<file path="config.mk">
export PLATFORM = sky130hd
export DESIGN_NAME = escaped_path_syntax_checker_core_flat
export DESIGN_NICKNAME = d
export VERILOG_FILES = /design/src/sv/espc_pkg.sv /design/src/sv/espc_char_if.sv /design/src/sv/espc_res_if.sv /design/src/sv/espc_cfg_if.sv /design/src/sv/espc_cfg_regs.sv /design/src/sv/espc_step.sv /design/src/sv/escaped_path_syntax_checker_core.sv /design/src/flat_wrapper.sv
export SDC_FILE = /design/constraint.sdc
export NUM_CORES = 1
export LEC_CHECK = 0
export BUFFER_PORTS_ARGS = -buffer_cell sky130_fd_sc_hd__buf_4
export CORE_ASPECT_RATIO = 1.4
export CORE_UTILIZATION = 59
export DETAILED_ROUTE_END_ITERATION = 7
export GPL_TIMING_DRIVEN = 0
export PLACE_DENSITY = 0.91
export SETUP_SLACK_MARGIN = 0.3
export SLEW_MARGIN = 10
export SYNTH_ARGS = -nofsm -noshare
export SYNTH_HDL_FRONTEND = slang
export SYNTH_SLANG_ARGS = --single-unit
</file>
<file path="constraint.sdc">
create_clock -name clk_i -period 3.45 [get_ports clk_i]
set_input_delay 0.69 -clock clk_i [delete_from_list [all_inputs] [get_ports clk_i]]
set_output_delay 0.69 -clock clk_i [all_outputs]
set_load 0.005 [all_outputs]
</file>
<file path="src/sv/espc_pkg.sv">
// Shared types and constants of the escaped pathname syntax checker.
package espc_pkg;

  typedef logic signed [1:0] rule_t;

  localparam rule_t RULE_MUST     = 2'sb01;
  localparam rule_t RULE_MUST_NOT = 2'sb11;

  localparam int unsigned CFG_IDX_W = 2;
  typedef logic [CFG_IDX_W-1:0] cfg_idx_t;

  localparam cfg_idx_t CFG_START_RULE   = 2'd0;
  localparam cfg_idx_t CFG_PATTERN_RULE = 2'd1;
  localparam cfg_idx_t CFG_END_RULE     = 2'd2;

  localparam logic [7:0] CH_NUL    = 8'h00;
  localparam logic [7:0] CH_SPACE  = 8'h20;
  localparam logic [7:0] CH_SLASH  = 8'h2F;
  localparam logic [7:0] CH_ZERO   = 8'h30;
  localparam logic [7:0] CH_THREE  = 8'h33;
  localparam logic [7:0] CH_SEVEN  = 8'h37;
  localparam logic [7:0] CH_BSLASH = 8'h5C;
  localparam logic [7:0] CH_LBRACE = 8'h7B;
  localparam logic [7:0] CH_RBRACE = 8'h7D;
  localparam logic [7:0] CH_DEL    = 8'd127;

  typedef enum logic [2:0] {
    PH_NORMAL = 3'd0,
    PH_ESCAPE = 3'd1,
    PH_OCT2   = 3'd2,
    PH_OCT3   = 3'd3,
    PH_SLASH  = 3'd4
  } phase_e;

  typedef struct packed {
    rule_t start_rule;
    rule_t pattern_rule;
    rule_t end_rule;
  } rules_t;

  typedef struct packed {
    phase_e     phase;
    logic       at_start;
    logic [7:0] last_byte;
    logic [7:0] byte_before_escape;
    logic [4:0] octal_partial;
    logic       rep_open;
    logic       has_pattern;
    logic       failed;
  } scan_state_t;

  localparam scan_state_t SCAN_RESET = '{
    phase:              PH_NORMAL,
    at_start:           1'b1,
    last_byte:          8'h00,
    byte_before_escape: 8'h00,
    octal_partial:      5'd0,
    rep_open:           1'b0,
    has_pattern:        1'b0,
    failed:             1'b0
  };

endpackage

</file>
<file path="src/sv/espc_char_if.sv">
// Input channel: one pathname byte per item.
interface espc_char_if;
  logic       valid;
  logic       ready;
  logic [7:0] char_code;

  modport source (output valid, output char_code, input ready);
  modport sink   (input valid, input char_code, output ready);
endinterface

</file>
<file path="src/sv/espc_res_if.sv">
// Result channel: one verdict per terminated pathname.
interface espc_res_if;
  logic valid;
  logic ready;
  logic valid_res;

  modport source (output valid, output valid_res, input ready);
  modport sink   (input valid, input valid_res, output ready);
endinterface

</file>
<file path="src/sv/espc_cfg_if.sv">
// Configuration write channel: register index and write data.
interface espc_cfg_if;
  logic       valid;
  logic       ready;
  logic [1:0] index;
  logic [1:0] data;

  modport source (output valid, output index, output data, input ready);
  modport sink   (input valid, input index, input data, output ready);
endinterface

</file>
<file path="src/sv/espc_cfg_regs.sv">
// Configuration registers for the start, pattern and end rules.
module espc_cfg_regs
  import espc_pkg::*;
(
  input  logic        clk_i,
  input  logic        rst_ni,
  espc_cfg_if.sink    cfg_i,
  output rules_t      rules_o
);

  rules_t rules_q;

  assign cfg_i.ready = 1'b1;
  assign rules_o     = rules_q;

  always_ff @(posedge clk_i or negedge rst_ni) begin
    if (!rst_ni) begin
      rules_q <= '0;
    end else if (cfg_i.valid) begin
      case (cfg_i.index)
        CFG_START_RULE:   rules_q.start_rule   <= rule_t'(cfg_i.data);
        CFG_PATTERN_RULE: rules_q.pattern_rule <= rule_t'(cfg_i.data);
        CFG_END_RULE:     rules_q.end_rule     <= rule_t'(cfg_i.data);
        default: ;
      endcase
    end
  end

endmodule

</file>
<file path="src/sv/espc_step.sv">
// Per-byte next-state and verdict logic of the pathname scanner.
module espc_step
  import espc_pkg::*;
(
  input  scan_state_t cur_i,
  input  logic [7:0]  char_i,
  input  rules_t      rules_i,
  output scan_state_t nxt_o,
  output logic        term_o,
  output logic        verdict_o
);

  function automatic logic is_wildcard(input logic [7:0] c);
    return (c == 8'h24) || (c == 8'h2B) || (c == 8'h3F) || (c == 8'h2A) ||
           (c == 8'h40) || (c == 8'h78) || (c == 8'h58) || (c == 8'h61) ||
           (c == 8'h41) || (c == 8'h2D);
  endfunction

  function automatic logic is_octal(input logic [7:0] c);
    return (c >= CH_ZERO) && (c <= CH_SEVEN);
  endfunction

  // Plain byte check: no slash inside a repetition, printable ASCII other than space only.
  function automatic logic plain_ok(input logic [7:0] c, input logic in_rep);
    return !(in_rep && (c == CH_SLASH)) && (c > CH_SPACE) && (c < CH_DEL);
  endfunction

  scan_state_t s;
  logic        ok;
  logic        fail_now;
  logic [7:0]  oct_val;
  logic        pat_forbid;

  always_comb begin
    s          = cur_i;
    ok         = 1'b1;
    oct_val    = {cur_i.octal_partial, char_i[2:0]};
    pat_forbid = (rules_i.pattern_rule == RULE_MUST_NOT);
    verdict_o  = 1'b0;
    term_o     = (char_i == CH_NUL);

    // start rule applies to the first byte of a pathname, terminator included
    fail_now = cur_i.failed;
    if (cur_i.at_start) begin
      if ((rules_i.start_rule == RULE_MUST) && (char_i != CH_SLASH)) fail_now = 1'b1;
      if ((rules_i.start_rule == RULE_MUST_NOT) && (char_i == CH_SLASH)) fail_now = 1'b1;
    end
    s.at_start = 1'b0;
    s.failed   = fail_now;

    if (term_o) begin
      verdict_o = !fail_now && (cur_i.phase == PH_NORMAL) && !cur_i.rep_open;
      if ((rules_i.end_rule == RULE_MUST) && (cur_i.last_byte != CH_SLASH)) verdict_o = 1'b0;
      if ((rules_i.end_rule == RULE_MUST_NOT) && (cur_i.last_byte == CH_SLASH))
        verdict_o = 1'b0;
      if ((rules_i.pattern_rule == RULE_MUST) && !cur_i.has_pattern) verdict_o = 1'b0;
      s = SCAN_RESET;
    end else begin
      if (!fail_now) begin
        case (cur_i.phase)
          PH_NORMAL: begin
            if (char_i == CH_BSLASH) begin
              s.byte_before_escape = cur_i.last_byte;
              s.phase              = PH_ESCAPE;
            end else begin
              ok = plain_ok(char_i, cur_i.rep_open);
            end
          end
          PH_ESCAPE: begin
            s.phase = PH_NORMAL;
            if (char_i == CH_BSLASH) begin
              ok = 1'b1;
            end else if (is_wildcard(char_i)) begin
              ok            = !pat_forbid;
              s.has_pattern = 1'b1;
            end else if (char_i == CH_LBRACE) begin
              ok            = (cur_i.byte_before_escape == CH_SLASH) && !pat_forbid;
              s.has_pattern = 1'b1;
              s.rep_open    = 1'b1;
            end else if (char_i == CH_RBRACE) begin
              ok         = cur_i.rep_open;
              s.rep_open = 1'b0;
              s.phase    = PH_SLASH;
            end else if ((char_i >= CH_ZERO) && (char_i <= CH_THREE)) begin
              s.octal_partial = {3'b000, char_i[1:0]};
              s.phase         = PH_OCT2;
            end else begin
              ok = 1'b0;
            end
          end
          PH_OCT2: begin
            ok              = is_octal(char_i);
            s.octal_partial = {cur_i.octal_partial[1:0], char_i[2:0]};
            s.phase         = PH_OCT3;
          end
          PH_OCT3: begin
            s.phase = PH_NORMAL;
            ok      = is_octal(char_i) && (oct_val != 8'h00) &&
                      ((oct_val <= CH_SPACE) || (oct_val >= CH_DEL));
          end
          PH_SLASH: begin
            s.phase = PH_NORMAL;
            ok      = (char_i == CH_SLASH) && plain_ok(char_i, cur_i.rep_open);
          end
          default: begin
            ok = 1'b0;
          end
        endcase
      end
      s.failed    = fail_now || !ok;
      s.last_byte = char_i;
    end
    nxt_o = s;
  end

endmodule

</file>
<file path="src/sv/escaped_path_syntax_checker_core.sv">
// Escaped pathname syntax checker: one byte per item, one verdict per pathname.
// A terminating zero byte is held in the input register, then its verdict is loaded into the result register.
// Throughput: one byte per clock while no terminator stalls; the scan state updates once per byte.
// Back pressure on the result side stalls only when a terminator meets a full result reg.
// Reset: all rules read as "either", scan state returns to the start of a pathname.
module escaped_path_syntax_checker_core
  import espc_pkg::*;
(
  input  logic       clk_i,
  input  logic       rst_ni,
  espc_char_if.sink  char_i,
  espc_res_if.source res_o,
  espc_cfg_if.sink   cfg_i
);

  // Configuration registers
  rules_t rules;

  espc_cfg_regs u_cfg_regs (
    .clk_i   (clk_i),
    .rst_ni  (rst_ni),
    .cfg_i   (cfg_i),
    .rules_o (rules)
  );

  // Input register: holds one byte ahead of the scanner
  logic       in_vld_q;
  logic [7:0] in_char_q;

  // Scanner state, advanced once per byte
  scan_state_t state_q;
  scan_state_t state_d;
  logic        term;
  logic        verdict;

  // Result register
  logic out_vld_q;
  logic out_res_q;

  logic s1_go;

  espc_step u_step (
    .cur_i     (state_q),
    .char_i    (in_char_q),
    .rules_i   (rules),
    .nxt_o     (state_d),
    .term_o    (term),
    .verdict_o (verdict)
  );

  // A non-terminator byte always advances; a terminator needs room in the result register.
  assign s1_go = in_vld_q && (!term || !out_vld_q || res_o.ready);

  // Take a new byte whenever the input register is empty or drains this cycle.
  assign char_i.ready = !in_vld_q || s1_go;

  assign res_o.valid     = out_vld_q;
  assign res_o.valid_res = out_res_q;

  always_ff @(posedge clk_i or negedge rst_ni) begin
    if (!rst_ni) begin
      in_vld_q  <= 1'b0;
      state_q   <= SCAN_RESET;
      out_vld_q <= 1'b0;
    end else begin
      // input register: load on accept, drop once consumed
      if (char_i.valid && char_i.ready) begin
        in_vld_q <= 1'b1;
      end else if (s1_go) begin
        in_vld_q <= 1'b0;
      end

      // advance the scanner
      if (s1_go) begin
        state_q <= state_d;
      end

      // result register: load on terminator, clear when taken
      if (s1_go && term) begin
        out_vld_q <= 1'b1;
      end else if (res_o.ready) begin
        out_vld_q <= 1'b0;
      end
    end
  end

  // Payload registers carry no reset.
  always_ff @(posedge clk_i) begin
    if (char_i.valid && char_i.ready) begin
      in_char_q <= char_i.char_code;
    end
    if (s1_go && term) begin
      out_res_q <= verdict;
    end
  end

endmodule
</file>
<file path="src/flat_wrapper.sv">
// flat-port wrapper written by rule: the top's interface ports become plain ports
module escaped_path_syntax_checker_core_flat import espc_pkg::*;
  (clk_i, rst_ni, char_i_valid, char_i_char_code, char_i_ready, res_o_valid, res_o_valid_res, res_o_ready, cfg_i_valid, cfg_i_index, cfg_i_data, cfg_i_ready);
  espc_char_if char_i_i ();
  espc_res_if res_o_i ();
  espc_cfg_if cfg_i_i ();
  input  logic clk_i;
  input  logic rst_ni;
  input wire logic [$bits(char_i_i.valid)-1:0] char_i_valid;
  input wire logic [$bits(char_i_i.char_code)-1:0] char_i_char_code;
  output wire logic [$bits(char_i_i.ready)-1:0] char_i_ready;
  output wire logic [$bits(res_o_i.valid)-1:0] res_o_valid;
  output wire logic [$bits(res_o_i.valid_res)-1:0] res_o_valid_res;
  input wire logic [$bits(res_o_i.ready)-1:0] res_o_ready;
  input wire logic [$bits(cfg_i_i.valid)-1:0] cfg_i_valid;
  input wire logic [$bits(cfg_i_i.index)-1:0] cfg_i_index;
  input wire logic [$bits(cfg_i_i.data)-1:0] cfg_i_data;
  output wire logic [$bits(cfg_i_i.ready)-1:0] cfg_i_ready;
  assign char_i_i.valid = char_i_valid;
  assign char_i_i.char_code = char_i_char_code;
  assign char_i_ready = char_i_i.ready;
  assign res_o_valid = res_o_i.valid;
  assign res_o_valid_res = res_o_i.valid_res;
  assign res_o_i.ready = res_o_ready;
  assign cfg_i_i.valid = cfg_i_valid;
  assign cfg_i_i.index = cfg_i_index;
  assign cfg_i_i.data = cfg_i_data;
  assign cfg_i_ready = cfg_i_i.ready;
  escaped_path_syntax_checker_core u_core (.clk_i(clk_i), .rst_ni(rst_ni), .char_i(char_i_i), .res_o(res_o_i), .cfg_i(cfg_i_i));
endmodule
</file>
-- Yosys cells after proc, flatten, opt, wreduce, memory -nomap -nowiden
Cells that the tools add are included.
- latch bits: 0
- ROM bits: 0
- output and inout port bits: 4
- register bits after elaboration: 45
- word-level logic and storage cells: 168
- memories: 0
- RAM bits: 0
- bits of input ports: 17
- $add $sub $neg: 0
- $mul: 0
- shift operators: 0
- eq/ne operators: 39
- bitwise logic cells: 1
- divide/modulo/power cells: 0
- reduce and logical (&&, ||, !) cells: 65
- order comparisons: 7
- muxes and demuxes: 41
- operators with widths (operator ; number):
    8-bit by 6-bit == test with 1-bit output, second input constant ; 8
    8-bit by 7-bit == test with 1-bit output, second input constant ; 8
    8-bit by 6-bit <= comparator with 1-bit output, second input constant ; 3
    24-bit 2-to-1 mux ; 1
    3-bit 2-to-1 mux ; 7
    1-bit 2-to-1 mux ; 20
    1-bit logical AND ; 19
    8-bit 2-to-1 mux ; 2
    8-bit by 6-bit != test with 1-bit output, second input constant ; 2
    15-bit 2-to-1 mux ; 1
    5-bit 2-to-1 mux ; 3
    3-bit by 2-bit != test with 1-bit output, second input constant ; 5
    1-bit logical OR ; 14
    3-bit one-hot mux with 4 select lines ; 1
    5-bit one-hot mux with 2 select lines ; 1
    2-bit nonzero test ; 5
    1-bit zero test ; 9
    3-bit nonzero test ; 3
    2-bit by 1-bit == test with 1-bit output, second input constant ; 4
    2-bit == test, second input constant ; 4
    8-bit by 6-bit greater-or-equal comparator with 1-bit output, second input constant ; 1
    8-bit by 7-bit greater-or-equal comparator with 1-bit output, second input constant ; 1
    8-bit by 6-bit greater-than comparator with 1-bit output, second input constant ; 1
    8-bit zero test ; 1
    other kinds (22) ; 29

-- Longest topological paths before layout
- depth in word-level cells: 18
- mapped depth: 8
- depth with buffers taken out: 5

-- Modules after synthesis
Synthesis repeated with hierarchy kept, for this count alone.
- cell total of the unflattened synthesis: 340
- area, all modules: 3343.2 µm²
- modules (own cells, without submodules) (module ; times used ; area an instance (µm²) ; cells an instance ; sequential area each (µm²)):
    escaped_path_syntax_checker_core ; 1 ; 2135.8 ; 178 ; 1022.2
    espc_step ; 1 ; 950.9 ; 145 ; 0.0
    espc_cfg_regs ; 1 ; 256.5 ; 17 ; 150.1

-- Worst setup path after synthesis
Ideal clock, no wire load.
- path type: reg-to-reg
- from: reg u_core.in_char_q[4]
- to: reg u_core.state_q[2] (netlist bit)
- data arrival time: 2.500 ns
- slack: 0.828 ns
- period minus slack after synthesis: 2.622 ns
- cell stages (with the launch flop): 8
- required time: 3.328 ns
- buffers on the path: 2
- library setup time: 0.122 ns
- cell sequence: edfxtp_1 buf_6 or4b_4 or3_1 a41o_1 buf_6 or4_1 a32o_1
- longest elaborated chain between the ends: 12
- elaborated cells on any way between the ends: 46
- classes of those cells: 18 x eq/ne; 9 x mux; 19 x reduce/logical
- ends and longest elaborated chain (what ; RTL line ; RTL):
    from (decl) ; escaped_path_syntax_checker_core.sv:28 ; logic [7:0] in_char_q;
    from (signal assigned) ; escaped_path_syntax_checker_core.sv:90 ; in_char_q <= char_i.char_code;
    8-bit by 6-bit == test with 1-bit output ; espc_step.sv:14 ; return (c == 8'h24) || (c == 8'h2B) || (c == 8'h3F) || (c == 8'h2A) ||
    1-bit logical OR (4 in a row) ; espc_step.sv:14 ;
    1-bit logical OR (4 in a row) ; espc_step.sv:15 ; (c == 8'h40) || (c == 8'h78) || (c == 8'h58) || (c == 8'h61) ||
    1-bit logical OR ; espc_step.sv:16 ; (c == 8'h41) || (c == 8'h2D);
    2-bit by 1-bit != test with 1-bit output (no source line) ; n/a ;
    6-bit AND reduction (no source line) ; n/a ;
    to (signal assigned) ; escaped_path_syntax_checker_core.sv:75 ; state_q <= state_d;
    to (decl) ; escaped_path_syntax_checker_core.sv:31 ; scan_state_t state_q;
Parallel ways exist; a longest one is shown, timed or not. The select of a mux whose other input is x is not followed.
A chain may end at the register's enable or synchronous reset.

-- Worst setup path after layout
Ends and elaborated chain as after synthesis.

==> results.toml <==
[run_status]
status = "complete, no violations"

[drt]
drt-total-wl_mm = 4.73
wl_per_cell_um = 15.8
vias_per_cell = 6.19
first_iter_violations = 94
drc = 0
dr_total_vias = 1858
ant_nets = 0
dr.pass1.iters = 4

[timing]
hold_viol = 0
min_period_over_period_pct = 80.8
worst_slew_pin_slew_ns = 0.636
setup-tns-final_ns = 0
min_period_ns = 2.79
drv_slew = 0
max_freq_ghz = 0.359
slew_headroom_pct = 57.3
skew_ns = 0.00971
setup_violations = 0
rsz0062_at_grt = "false"

[finish]
nets = 274
final_core_util_pct = 70.6
n_antenna_cell = 0
area_growth_pct = 12.2
drive_gt1_share_pct = 17.1
postLayoutCellArea_um2 = 2640
instances_no_fill = 300

[clock_tree]
clkTransAtPathRegs_ns = 0.09
ctsHtreeMaxLevel = 2
clkSinkCount = 45
numCtsBuffers = 5
ctsHoldBuffers = 0
clock_path_buffers = 2
cts_root_buffer = "clkbuf_8"
postCtsSetupBuffers = 0
cts_resized = 0
clk_latency_ns = 0.31
tritoncts = "built"

[synth]
yosys_warnings = 0
synth_top_area_share_pct = 37.2
synthMostInstantiatedCell = "nand2_1"
synth_edf_count = 9
synthArstFlopShare_pct = 80.0
synth_flop_cell = "dfrtp_1"
netlist_area_um2 = 2350
synth-seq-area-share_pct = 49.8
yosys_register_bits = 45
syn_avg_cell_area_um2 = 10.2
yosys.area.top_type = "dfrtp_1"
synth_common_cells = "nand2_1, dfrtp_1, inv_1"
ys_top_cells_by_area = "dfrtp_1, edfxtp_1, nand2_1"
syn_nets = 248
synth_cell_types = 52
syn_inst = 231

[global_routing]
grt_max_degree = 37
grt_pass1_wl_mm = 8.18
antenna_found_initial = 0
grt_overflow = 0
gr-usage-all-layers_pct = 24.5
grt_pass1_vias = 1824

[power_and_ir_drop]
p_leak_nw = 1.19
power_density_nw_per_um2 = 434
ir_drop_v = 0.000455
power_mw = 1.15

[place]
numPortBuffers = 19
dp_hpwl_mm = 3.55
place_congestion = 0.901
dpl_cell_area_um2 = 2550
place_inst = 292

[floorplan]
initial_core_util_pct = 62.9
dieArea_um2 = 4250
num_rows = 26
core_area_um2 = 3740
die_w_um = 55.4
fp.dieH_um = 76.7
ioPinCount = 21

[critical_path]
startpoint_type = "register"
cp_max_fo = 10
critPathKind = "register to register"
end_kind = "register"
cp.arrival_ns = 2.98
r2r_slack_ns = 0.66
required_ns = 3.64

[job]
cap_viol_max_count = 0

[min_path]
hold_class = "input pin to asynchronous set/reset pin"
placed cells by master, fill, tap and decap left out, types with 5 or more instances in the layout:
master,n
nand2_1,37
dfrtp_1,35
buf_4,20
inv_1,12
clkbuf_1,10
nor2_1,10
mux2i_1,10
edfxtp_1,9
mux2_2,8
or3_1,6
nor3_1,6
a32o_1,6
nand3_1,5
o21ai_0,5
nand4_1,5
clkbuf_8,5
sequential cells by signal, indices dropped and copies added, names as in the netlist:
name / cells
u_core.state_q: 28
u_core.in_char_q: 8
u_core.u_cfg_regs.rules_o: 6
u_core.in_vld_q: 1
u_core.res_o.valid: 1
u_core.res_o.valid_res: 1
critical path: stages (launching register included):
cell      delay [ns]
edfxtp_1        0.39
buf_6           0.15
or4b_4          0.56
or3_1           0.37
a41o_1          0.25
buf_6           0.14
or4_1           0.55
a32o_1          0.28
cells by family after synthesis:
| kind of cell | count (synthesis) | share of synthesized area [%] |
|---|---|---|
| compound gates | 33 | 10.8 |
| xor+xnor | 2 | 0.745 |
| buf+inv | 26 | 5.27 |
| flops | 45 | 49.8 |
| mux | 18 | 8.09 |
| other cells | 1 | 0.159 |
| simple gates | 106 | 25.1 |
layout make-up:
class	instances	area, µm²
buffer	14	78.8
clock buffer	5	68.8
clock inverter	3	23.8
fill	276	1100
inverter	12	45.0
multi-input combinational	160	1060
sequential	45	1170
tap	42	52.6
timing repair buffer	19	143
path summary, 6_finish.rpt:
check | from | end | cells past startpoint
min in group clk_i | u_core.state_q[24] | u_core.state_q[24] | 2
max in group asynchronous | rst_ni | u_core.state_q[24] | 1
hold / removal | rst_ni | u_core.state_q[21] | 1
hold reg to reg | u_core.state_q[24] | u_core.state_q[24] | 2
setup reg to reg | u_core.in_char_q[4] | u_core.state_q[2] | 7
setup / recovery | u_core.in_char_q[4] | u_core.state_q[2] | 7
per-stage QoR:
step / hold WS [ns] / setup slack, ns
after floorplan: 0.394 / 0.828
after global placement: 0.448 / 0.731
after detailed placement: 0.458 / 0.682
after CTS: 0.339 / 0.663
after global routing: 0.354 / 0.584
final: 0.318 / 0.662
routing by layer:
metal	vias up	part of all wire [%]	wire length, µm	global-route usage, %
met5	-	0	0	0
li1	900	-	-	-
met1	882	40	1910	29.3
met2	63	52	2440	42.3
met3	13	5.0	234	4.22
met4	0	2.9	136	12.0
report_power, final:
part | switching (mW) | internal [mW] | total (mW)
logic | 0.102 | 0.0861 | 0.188
registers | 0.0386 | 0.586 | 0.624
clock network | 0.188 | 0.147 | 0.334
total | 0.328 | 0.819 | 1.15
Note: power is estimated with default switching activity, not from simulation.
